[src/hdl/slf_pkg.sv]
`timescale 1ns / 1ps
// ----------------------------------------------------------------------------
// slf_pkg: shared constants and types of the small loop filter
// Window sizes and the command and status bundles between the controller
// and the datapath.
// ----------------------------------------------------------------------------
package slf_pkg;

    localparam int MAX_LOOP  = 10;
    localparam int WIN_DEPTH = MAX_LOOP + 1;
    localparam int CW        = 32;
    localparam int LPW       = 4;
    localparam int PTRW      = $clog2(WIN_DEPTH);
    localparam int RING      = 1 << PTRW;
    localparam int CNTW      = $clog2(WIN_DEPTH + 1);

    localparam logic CFG_LOOP_POINTS = 1'b0;
    localparam logic CFG_LOOP_EXTENT = 1'b1;

    typedef struct packed {
        logic append;
        logic rd_head;
        logic load_old;
        logic emit;
        logic update;
        logic check;
        logic drop;
        logic finish;
    } t_cmd;

    typedef struct packed {
        logic decide;
        logic emit_ready;
        logic scan_more;
        logic hit;
        logic fin_ready;
    } t_sts;

endpackage

[src/hdl/slf_ctrl.sv]
`timescale 1ns / 1ps
// ----------------------------------------------------------------------------
// slf_ctrl: sequencer of the small loop filter
// Steps through append, decide (oldest read, emit, loop scan, drop) and the
// end-of-step flush, at most one command group per cycle; the emit and the flush wait while the output is stalled.
// ----------------------------------------------------------------------------
module slf_ctrl (
    input  logic           i_clk,
    input  logic           i_rst_n,
    input  logic           i_accept,
    input  slf_pkg::t_sts  i_sts,
    output slf_pkg::t_cmd  o_cmd,
    output logic           o_idle
);
    import slf_pkg::*;

    localparam logic [3:0] S_IDLE  = 4'd0;
    localparam logic [3:0] S_CHECK = 4'd1;
    localparam logic [3:0] S_RD0   = 4'd2;
    localparam logic [3:0] S_OLD   = 4'd3;
    localparam logic [3:0] S_EMIT  = 4'd4;
    localparam logic [3:0] S_SCAN  = 4'd5;
    localparam logic [3:0] S_UPD   = 4'd6;
    localparam logic [3:0] S_CHK   = 4'd7;
    localparam logic [3:0] S_DROP  = 4'd8;
    localparam logic [3:0] S_FIN   = 4'd9;

    logic [3:0] r_state, n_state;

    always_ff @(posedge i_clk) begin
        if (!i_rst_n) begin
            r_state <= S_IDLE;
        end else begin
            r_state <= n_state;
        end
    end

    always_comb begin
        n_state = r_state;
        o_cmd   = '0;
        case (r_state)
            S_IDLE: begin
                if (i_accept) begin
                    o_cmd.append = 1'b1;
                    n_state      = S_CHECK;
                end
            end
            S_CHECK: begin
                n_state = i_sts.decide ? S_RD0 : S_FIN;
            end
            S_RD0: begin
                o_cmd.rd_head = 1'b1;
                n_state       = S_OLD;
            end
            S_OLD: begin
                o_cmd.load_old = 1'b1;
                n_state        = S_EMIT;
            end
            S_EMIT: begin
                if (i_sts.emit_ready) begin
                    o_cmd.emit = 1'b1;
                    n_state    = S_SCAN;
                end
            end
            S_SCAN: begin
                // The read of the next window entry is issued here.
                n_state = i_sts.scan_more ? S_UPD : S_DROP;
            end
            S_UPD: begin
                o_cmd.update = 1'b1;
                n_state      = S_CHK;
            end
            S_CHK: begin
                o_cmd.check = 1'b1;
                n_state     = i_sts.hit ? S_DROP : S_SCAN;
            end
            S_DROP: begin
                o_cmd.drop = 1'b1;
                n_state    = S_CHECK;
            end
            S_FIN: begin
                if (i_sts.fin_ready) begin
                    o_cmd.finish = 1'b1;
                    n_state      = S_IDLE;
                end
            end
            default: begin
                n_state = S_IDLE;
            end
        endcase
    end

    assign o_idle = (r_state == S_IDLE);

endmodule

[src/hdl/slf_dp.sv]
`timescale 1ns / 1ps
// ----------------------------------------------------------------------------
// slf_dp: datapath of the small loop filter
// Window ring memory, loop bounding box, last emitted point, held result
// and output word register, plus the configuration registers.
// ----------------------------------------------------------------------------
module slf_dp (
    input  logic                      i_clk,
    input  logic                      i_rst_n,
    input  slf_pkg::t_cmd             i_cmd,
    output slf_pkg::t_sts             o_sts,
    input  logic [2*slf_pkg::CW-1:0]  i_pt,
    input  logic                      i_eol,
    input  logic                      i_cfg_wr_en,
    input  logic                      i_cfg_idx,
    input  logic [slf_pkg::CW-1:0]    i_cfg_wdata,
    output logic [2*slf_pkg::CW-1:0]  o_data,
    output logic                      o_has,
    output logic                      o_last,
    output logic                      o_valid,
    input  logic                      i_ready
);
    import slf_pkg::*;

    logic [LPW-1:0]     r_lp;
    logic [CW-1:0]      r_ext;
    logic [2*CW-1:0]    r_mem [RING];
    logic [2*CW-1:0]    r_rd;
    logic [PTRW-1:0]    r_head;
    logic [CNTW-1:0]    r_count;
    logic [CNTW-1:0]    r_j;
    logic [CNTW-1:0]    r_skip;
    logic               r_eol;
    logic [2*CW-1:0]    r_old;
    logic signed [CW-1:0] r_minx, r_maxx, r_miny, r_maxy;
    logic               r_eq;
    logic               r_emit;
    logic [2*CW-1:0]    r_prev;
    logic               r_prev_v;
    logic [2*CW-1:0]    r_pend;
    logic               r_pend_v;
    logic [2*CW-1:0]    r_out;
    logic               r_out_has, r_out_last, r_out_v;

    logic [LPW-1:0]     lp_sat;
    logic [PTRW-1:0]    rd_addr;
    logic signed [CW-1:0] px, py;
    logic [CW:0]        w, h;
    logic               fit;
    logic               out_free;
    logic               fin_push;

    assign lp_sat   = (r_lp > LPW'(MAX_LOOP)) ? LPW'(MAX_LOOP) : r_lp;
    assign rd_addr  = i_cmd.rd_head ? r_head : r_head + PTRW'(r_j);
    assign px       = r_rd[CW-1:0];
    assign py       = r_rd[2*CW-1:CW];
    assign w        = {r_maxx[CW-1], r_maxx} - {r_minx[CW-1], r_minx};
    assign h        = {r_maxy[CW-1], r_maxy} - {r_miny[CW-1], r_miny};
    assign fit      = (w < {1'b0, r_ext}) && (h < {1'b0, r_ext});
    assign out_free = !r_out_v || i_ready;
    assign fin_push = r_pend_v || r_eol;

    assign o_sts.decide     = (r_count != '0) &&
                              (r_eol || (r_count > CNTW'(lp_sat)));
    assign o_sts.emit_ready = !r_emit || !r_pend_v || out_free;
    assign o_sts.scan_more  = (r_j <= CNTW'(lp_sat)) && (r_j < r_count);
    assign o_sts.hit        = r_eq && fit;
    assign o_sts.fin_ready  = !fin_push || out_free;

    always_ff @(posedge i_clk) begin
        if (!i_rst_n) begin
            r_lp  <= LPW'(MAX_LOOP);
            r_ext <= CW'(655360);
        end else if (i_cfg_wr_en) begin
            case (i_cfg_idx)
                CFG_LOOP_POINTS: r_lp  <= i_cfg_wdata[LPW-1:0];
                CFG_LOOP_EXTENT: r_ext <= i_cfg_wdata;
                default: ;
            endcase
        end
    end

    // Window ring: written at the tail on append while not full, one read port.
    always_ff @(posedge i_clk) begin
        if (i_cmd.append && (r_count < CNTW'(WIN_DEPTH))) begin
            r_mem[r_head + PTRW'(r_count)] <= i_pt;
        end
        r_rd <= r_mem[rd_addr];
    end

    always_ff @(posedge i_clk) begin
        if (!i_rst_n) begin
            r_head     <= '0;
            r_count    <= '0;
            r_prev_v   <= 1'b0;
            r_pend_v   <= 1'b0;
            r_out_v    <= 1'b0;
            r_eol      <= 1'b0;
            r_emit     <= 1'b0;
        end else begin
            if ((i_cmd.emit && r_emit && r_pend_v) || (i_cmd.finish && fin_push)) begin
                r_out_v <= 1'b1;
            end else if (r_out_v && i_ready) begin
                r_out_v <= 1'b0;
            end
            if (i_cmd.append) begin
                r_eol <= i_eol;
                if (r_count < CNTW'(WIN_DEPTH)) begin
                    r_count <= r_count + 1'b1;
                end
            end
            if (i_cmd.load_old) begin
                r_emit <= !(r_prev_v && (r_prev == r_rd));
            end
            if (i_cmd.emit && r_emit) begin
                r_pend_v <= 1'b1;
                r_prev_v <= 1'b1;
            end
            if (i_cmd.drop) begin
                r_head  <= r_head + PTRW'(r_skip) + 1'b1;
                r_count <= r_count - r_skip - 1'b1;
            end
            if (i_cmd.finish) begin
                if (fin_push) begin
                    r_pend_v <= 1'b0;
                end
                if (r_eol) begin
                    r_count  <= '0;
                    r_prev_v <= 1'b0;
                end
            end
        end
    end

    always_ff @(posedge i_clk) begin
        if (i_cmd.load_old) begin
            r_old  <= r_rd;
            r_minx <= px;
            r_maxx <= px;
            r_miny <= py;
            r_maxy <= py;
            r_j    <= CNTW'(1);
            r_skip <= '0;
        end
        if (i_cmd.emit && r_emit) begin
            if (r_pend_v) begin
                r_out      <= r_pend;
                r_out_has  <= 1'b1;
                r_out_last <= 1'b0;
            end
            r_pend <= r_old;
            r_prev <= r_old;
        end
        if (i_cmd.update) begin
            if (px < r_minx) r_minx <= px;
            if (px > r_maxx) r_maxx <= px;
            if (py < r_miny) r_miny <= py;
            if (py > r_maxy) r_maxy <= py;
            r_eq <= (r_rd == r_old);
        end
        if (i_cmd.check) begin
            if (r_eq && fit) begin
                r_skip <= r_j;
            end else begin
                r_j <= r_j + 1'b1;
            end
        end
        if (i_cmd.finish && fin_push) begin
            // A step that emitted nothing closes with a bare end marker at the end of a line.
            r_out      <= r_pend_v ? r_pend : '0;
            r_out_has  <= r_pend_v;
            r_out_last <= r_eol;
        end
    end

    assign o_data  = r_out;
    assign o_has   = r_out_has;
    assign o_last  = r_out_last;
    assign o_valid = r_out_v;

endmodule

[src/hdl/small_loop_filter_top.sv]
`timescale 1ns / 1ps
// ----------------------------------------------------------------------------
// small_loop_filter_top: polyline small-loop and duplicate remover
// Channel   Dir  Handshake        Contents
// s_axis    in   tvalid/tready    tdata: pt_x, pt_y; tlast: end_of_line
// m_axis    out  tvalid/tready    tdata: out_x, out_y; tuser: has_point;
//                                 tlast: run_last
// cfg       in   wr_en            idx 0 loop_points, 1 loop_extent
//
// One word is taken at a time. Each step appends the word and, per decided
// point, reads the oldest entry, emits it unless it repeats the last emitted
// point, scans up to ten window entries (one memory read, box update, extent
// compare each) and drops the oldest entry or the cut loop; then it flushes.
// The last result of a step is held until the step ends. Reset is
// synchronous; a stalled output holds the sequencer in its emit or flush.
// ----------------------------------------------------------------------------
module small_loop_filter_top (
    input  logic                       i_clk,
    input  logic                       i_rst_n,
    input  logic                       i_s_axis_tvalid,
    output logic                       o_s_axis_tready,
    input  logic [2*slf_pkg::CW-1:0]   i_s_axis_tdata,  // pt_x, pt_y
    input  logic                       i_s_axis_tlast,  // end_of_line
    output logic                       o_m_axis_tvalid,
    input  logic                       i_m_axis_tready,
    output logic [2*slf_pkg::CW-1:0]   o_m_axis_tdata,  // out_x, out_y
    output logic                       o_m_axis_tuser,  // has_point
    output logic                       o_m_axis_tlast,  // run_last
    input  logic                       i_cfg_wr_en,
    input  logic                       i_cfg_idx,
    input  logic [slf_pkg::CW-1:0]     i_cfg_wdata
);
    import slf_pkg::*;

    t_cmd cmd;
    t_sts sts;
    logic idle;
    logic accept;

    assign accept          = i_s_axis_tvalid && idle;
    assign o_s_axis_tready = idle;

    slf_ctrl u_ctrl (
        .i_clk    (i_clk),
        .i_rst_n  (i_rst_n),
        .i_accept (accept),
        .i_sts    (sts),
        .o_cmd    (cmd),
        .o_idle   (idle)
    );

    slf_dp u_dp (
        .i_clk       (i_clk),
        .i_rst_n     (i_rst_n),
        .i_cmd       (cmd),
        .o_sts       (sts),
        .i_pt        (i_s_axis_tdata),
        .i_eol       (i_s_axis_tlast),
        .i_cfg_wr_en (i_cfg_wr_en),
        .i_cfg_idx   (i_cfg_idx),
        .i_cfg_wdata (i_cfg_wdata),
        .o_data      (o_m_axis_tdata),
        .o_has       (o_m_axis_tuser),
        .o_last      (o_m_axis_tlast),
        .o_valid     (o_m_axis_tvalid),
        .i_ready     (i_m_axis_tready)
    );

endmodule

[config.mk]
export PLATFORM = sky130hd
export DESIGN_NAME = small_loop_filter_top
export DESIGN_NICKNAME = d
export VERILOG_FILES = /design/src/hdl/slf_pkg.sv /design/src/hdl/slf_ctrl.sv /design/src/hdl/slf_dp.sv /design/src/hdl/small_loop_filter_top.sv
export SDC_FILE = /design/constraint.sdc
export NUM_CORES = 2
export LEC_CHECK = 0
export ABC_AREA = 1
export BUFFER_PORTS_ARGS = -buffer_cell sky130_fd_sc_hd__buf_4
export CAP_MARGIN = 25
export CORE_ASPECT_RATIO = 0.7
export CORE_MARGIN = 5
export CORE_UTILIZATION = 65
export DETAILED_ROUTE_END_ITERATION = 6
export PLACE_DENSITY = 0.86
export SLEW_MARGIN = 20
export SYNTH_ARGS = -nofsm -noshare
export SYNTH_HDL_FRONTEND = slang
export SYNTH_SLANG_ARGS = --single-unit
[constraint.sdc]
create_clock -name i_clk -period 12.7 [get_ports i_clk]
set_clock_uncertainty 0.05 [all_clocks]
set_input_delay 0.635 -clock i_clk [delete_from_list [all_inputs] [get_ports i_clk]]
set_output_delay 0.635 -clock i_clk [all_outputs]
set_load 0.02 [all_outputs]
; ---- Yosys cells after proc, flatten, opt, wreduce, memory -nomap -nowiden
; Memories as Yosys holds them, arrays and structs flattened. A register that Yosys moved wholly into a read port is not among the register bits.
; Cells that the tools add are included.
; W data, S select, Z words.
[word_totals]
n_memories = 1
ram_bits = 1024
register_bits = 384
out_inout_bits = 68
word_cells = 154
[classes]
n_lt_le_gt_ge = 11
n_addsub = 10
reduce_logical = 32
eq_ne = 14
bitwise = 1
mux = 63
[memory_table]
columns = name, depth, word_bits, rd, rd_clocked_by_memory_dff, write_ports, line_no
row1 = u_dp.r_mem, 16, 64, 1, 1, 1, slf_dp.sv:27  ; logic [2*CW-1:0] r_mem [RING];
[op_table]
columns = operator, n
row1 = $mux W32, 12
row2 = $mux W64, 4
row3 = $eq A64 B64 Y1, 2
row4 = $mux W4, 19
row5 = $lt A33 B32 Y1, 2
row6 = $sub A32 B32 Y33, 2
row7 = $gt A32 B32 Y1, 2
row8 = $lt A32 B32 Y1, 2
row9 = $pmux W4 S10, 1
row10 = $mux W1, 27
row11 = $eq A4 B3 Y1 const B, 4
row12 = $add A4 B1 Y4 const B, 3
row13 = $add A4 B4 Y4, 3
row14 = $logic_and A1 B1 Y1, 11
row15 = $eq A4 B2 Y1 const B, 2
row16 = $eq A4 B4 Y1 const B, 2
row17 = $logic_or A1 B1 Y1, 7
row18 = $reduce_and A2 Y1, 3
row19 = $reduce_bool A2 Y1, 3
row20 = $logic_not A1 Y1, 5
row21 = $eq A4 B1 Y1 const B, 1
row22 = $gt A4 B4 Y1, 1
row23 = $gt A4 B4 Y1 const B, 1
row24 = $le A4 B4 Y1, 1
row25 = 10 further kinds, 11

; ---- Depth between registers and ports, before layout
[logic_depth]
ltp_word = 9
depth_mapped = 30
mapped_depth_nobuf = 30

; ---- Modules after synthesis
; Synthesis repeated with hierarchy kept, for this count alone.
[unflattened]
cells_unflattened = 6282
hier_area_um2 = 66673.9
[by_module_without_submodules]
columns = module, seq_area_each_um2, instances, cells_per_inst, area_each_um2
row1 = slf_dp, 41589.9, 1, 6216, 66318.6
row2 = slf_ctrl, 80.1, 1, 64, 347.8
row3 = small_loop_filter_top, 0.0, 1, 2, 7.5

; ---- Worst setup path after synthesis
; OpenSTA, ideal clock, no wires.
[synth_timing]
kind = input -> register
start = in i_m_axis_tready
end = reg u_dp.r_out[0] (netlist: u_dp.o_data[0]), enable pin
setup_time_ns = 0.426
t_arrival_ns = 7.025
path_slack_ns = 5.199
required_ns = 12.224
path_stages = 6
path_cell_list = nor2_1 > inv_1 > nor3_1 > nor3_1 > nand2_1 > nand2_1
[synth_via]
elab_chain_cells = 7
[synth_rtl]
columns = item, line_no
row1 = from (decl), small_loop_filter_top.sv:25  ; input logic i_m_axis_tready,
row2 = $logic_or A1 B1 Y1 *, slf_dp.sv:60  ; assign out_free = !r_out_v || i_ready;
row3 = $logic_or A1 B1 Y1 (on tied branches), "slf_dp.sv:68, slf_dp.sv:65"
row4 = $mux W1 (on tied branches), "slf_ctrl.sv:82, slf_ctrl.sv:60"
row5 = $mux W1, slf_ctrl.sv:41  ; case (r_state)
row6 = $logic_and A1 B1 Y1 (on tied branches), "slf_dp.sv:168, slf_dp.sv:145"
row7 = $reduce_bool A2 Y1 (no line), --
row8 = $reduce_and A2 Y1 (no line) *, --
row9 = to (signal assigned), slf_dp.sv:147  ; r_out <= r_pend;
row10 = to (signal assigned), slf_dp.sv:170  ; r_out <= r_pend_v ? r_pend : '0;
row11 = to (decl), slf_dp.sv:42  ; logic [2*CW-1:0] r_out;
; Mark *: on every way between the ends. The rest lies on a longest branch, timed or not.
; A chain may end at the register's enable or synchronous reset.

; ---- Final worst setup path
[layout_timing]
start = reg u_dp.r_head[1]
end = reg u_dp.r_rd[35], read port of u_dp.r_mem
[layout_via]
elab_chain_cells = 2
[layout_rtl]
columns = item, line_no
row1 = from (decl), slf_dp.sv:29  ; logic [PTRW-1:0] r_head;
row2 = from (signal assigned), slf_dp.sv:120  ; r_head <= r_head + PTRW'(r_skip) + 1'b1;
row3 = $add A4 B4 Y4, slf_dp.sv:54  ; assign rd_addr = i_cmd.rd_head ? r_head : r_head + PTRW'(r_j);
row4 = $mux W4 *, slf_dp.sv:54
row5 = to (decl), slf_dp.sv:28  ; logic [2*CW-1:0] r_rd;
; Marks and branches as above.

==> results.toml <==
[status]
status = "completed"

[synth]
avgSynthCellArea_sq_um = 11.3
syn_area_sq_mm = 0.0647
yosys_warnings = 0
synthArstFlopShare = 0
yosys_most_used_dff = "edfxtp_1"
synth_top_area_share = 0.566
synth_edf_count = 1219
ys_ff_latch = 1472
ys_seq_area_frac = 0.644
synth_area_leaders = "edfxtp_1 57%, dfxtp_1 7.8%, ha_1 5.4%"
ys_types = 60
postSynthCellCount = 5746
syn_nets = 6133
yosysTopAreaCell = "edfxtp_1"

[die]
die_x_um = 387
die_area_sq_mm = 0.106
pin_count = 171
rows = 96
core-area_sq_mm = 0.0984
initial_core_util = 0.657
fp.dieH_um = 274

[route]
viasPerCell = 6.54
firstDrtPassIters = 7
route.vias.total = 47700
routed_wirelength_mm = 182
route.detailed.drc = 0
drtIter0Drc = 7186
ant_nets = 0
wl_per_cell_um = 25.0

[clocking]
cts_htree_levels = 4
ctsResizeCount = 0
clock_sinks = 1472
clock_latency_ns = 0.79
cts_made_buffers = 134
cts-root-buf = "clkbuf_16"
cts_buffer_depth = 3
postCtsSetupBuffers = 0
clk_pin_slew_ns = 0.07
cts_tree = "yes"
hold_buffers = 0

[worst_setup_path]
cp-start-kind = "flip-flop"
arrival_ns = 5.30
critical_path_class = "flip-flop to flip-flop"
r2r-start = "u_dp.r_head[1]"
r2r_end = "u_dp.r_rd[35]"
critPathMaxFanout = 77
reg2reg_depth = 11
crit_required_ns = 13.35
rrSetupSlack_ns = 8.05
worst_setup_path_end_kind = "flip-flop"

[global_routing]
grt_pass1_wl_mm = 271
antenna_found_initial = 16
grt_use_total = 0.336
grt_max_degree = 252
first_global_vias = 45700
overflow = 0

[pwr]
power.density_mw_per_mm2 = 208
p_leak_nw = 26.8
vdd_ir_drop_max_mv = 0.134

[timing]
slew_violations = 0
hold_violations = 0
grt_setup_unrepaired = "no"
fin_crit_sh = 0.366
max_freq_mhz = 215
tns_ns = 0
setup_viol = 0
tightest_slew_ns = 1.13
period_minus_slack_ns = 4.65
max_slew_margin = 0.250

[hold_path]
whs_path_depth = 3
holdCritStartpoint = "i_cfg_wdata[19]"
hold_end = "u_dp.r_ext[19]"
min_path_type = "input pin to flip-flop"

[place]
dp_hpwl_mm = 109
portBuffers = 170
place_congestion = 0.957
dp.cells = 7029

[finish]
nFillCells = 6055
nets = 6233
utilization = 0.728
drive_above_1_share = 0.0836
syn2layout_area_growth_pct = 10.7
fin_cells = 7289

[run]
cap_violations = 0
[per-stage QoR]
| step | hold WS [ns] | instance area (sq um) | worst slack (ns) | power [mW] |
|---|---|---|---|---|
| 2_1_floorplan | 0.376 | 64700 | 5.20 | 9.19 |
| 3_3_place_gp | 0.385 | 67100 | 8.30 | 10.5 |
| 3_5_place_dp | 0.384 | 67100 | 8.19 | 10.7 |
| 4_1_cts | 0.0247 | 71400 | 8.15 | 14.7 |
| 5_1_grt | 0.0667 | 71600 | 7.91 | 15.6 |
| 6_report | 0.0658 | 71600 | 8.05 | 14.9 |
[critical path: stages, from the launching register on]
cell and delay, ns:
dfxtp_1 0.47, inv_1 0.17, fa_1 0.47, or2_4 0.27
o21ai_4 0.06, buf_4 0.51, buf_4 0.77, buf_4 0.74
o21ai_0 0.31, o221ai_1 0.31, nand3_1 0.13, o21ai_1 0.14
[kinds of logic (layout without fill, tap and decap cells)]
family | count (synthesis) | in the layout | synth area share
AO/OA/AOI/OAI | 1447 | 1447 | 0.129
XOR/XNOR | 134 | 134 | 0.0181
other | 0 | 9 | 0
buffers and inverters | 739 | 950 | 0.0463
flip-flops | 1472 | 1472 | 0.644
AND/OR/NAND/NOR | 1670 | 1670 | 0.106
adder cells (fa/ha/maj) | 284 | 284 | 0.0556
[sequential cells by signal, summed over array words and instances (netlist names), 4 cells and up]
| register | count |
|---|---|
| u_dp.r_miny | 32 |
| u_dp.r_ext | 32 |
| u_dp.r_minx | 32 |
| u_ctrl.r_state | 4 |
| u_dp.r_mem | 1024 |
| u_dp.r_lp | 4 |
| u_dp.r_rd | 64 |
| u_dp.r_j | 4 |
| u_dp.o_data | 64 |
| u_dp.r_head | 4 |
| u_dp.r_prev | 64 |
| u_dp.r_old | 64 |
| u_dp.r_skip | 4 |
| u_dp.r_maxy | 32 |
| u_dp.r_count | 4 |
| u_dp.r_maxx | 32 |
[area by class of cell]
cell class | instances | area (sq um) | share of cell area
Tap cell | 1323 | 1660 | 0.0231
Clock inverter | 55 | 569 | 0.00795
Sequential cell | 1472 | 41700 | 0.582
Timing Repair Buffer | 237 | 1920 | 0.0269
Inverter | 466 | 1770 | 0.0248
Antenna cell | 9 | 22.5 | 0.000315
Multi-Input combinational cell | 3535 | 20200 | 0.282
Clock buffer | 192 | 3770 | 0.0526
[report_power, final]
part           internal [mW]  switching (mW)
clock                   2.21            1.82
combinational           1.61            3.10
sequential              5.65           0.488
[Yosys cell counts (all sizes together), types with 12 or more instances]
| library cell | n |
|---|---|
| nand4 | 72 |
| a31oi | 24 |
| a21oi | 197 |
| ha | 278 |
| xor2 | 56 |
| nor3 | 22 |
| a21o | 13 |
| o22ai | 130 |
| o221ai | 156 |
| nor4 | 19 |
| edfxtp | 1219 |
| a211oi | 12 |
| xnor2 | 78 |
| dfxtp | 253 |
| buf | 133 |
| nand2 | 619 |
| clkbuf | 140 |
| o21ai | 834 |
| nand3 | 159 |
| o211ai | 34 |
| or2 | 14 |
| inv | 466 |
| nor2 | 761 |
[metal layers]
metal  GRT usage  wire length (um)
met1       0.450             66200
met4       0.169              9140
met3      0.0815             24200
met2       0.519             82900
met5           0               101
[cells in the final DEF, fill, tap and decap left out, types with 11 or more instances in the layout]
cell type / count
o21ai_0: 690
or2_2: 12
ha_1: 278
nor4_1: 18
edfxtp_1: 1219
xor2_1: 55
o221ai_1: 156
nand3_1: 156
a31oi_1: 24
inv_1: 457
a21oi_1: 194
clkinv_2: 19
nor2_1: 738
buf_4: 229
o22ai_1: 130
clkbuf_16: 139
nor2_4: 19
clkbuf_1: 44
o2111ai_1: 11
o211ai_1: 34
clkinv_1: 18
xnor2_1: 78
nand2_1: 608
dfxtp_1: 253
nor3_1: 21
a21o_1: 13
a211oi_1: 12
o21ai_1: 136
nand4_1: 71
[how the worst max path moves through the flow]
stage / start / endpoint / slack [ns] / cells after the start
6_report: u_dp.r_head[1] / u_dp.r_rd[35] / 8.05 / 11
4_1_cts: u_ctrl.r_state[3] / u_dp.r_rd[1] / 8.15 / 11
3_3_place_gp: u_ctrl.r_state[3] / u_dp.r_rd[1] / 8.30 / 11
5_1_grt: u_dp.r_head[1] / u_dp.r_rd[13] / 7.91 / 11
2_1_floorplan: i_m_axis_tready / u_dp.o_data[0] / 5.20 / 6
3_5_place_dp: u_ctrl.r_state[3] / u_dp.r_rd[1] / 8.19 / 11
No activity file was read; power rests on OpenSTA's default activity.
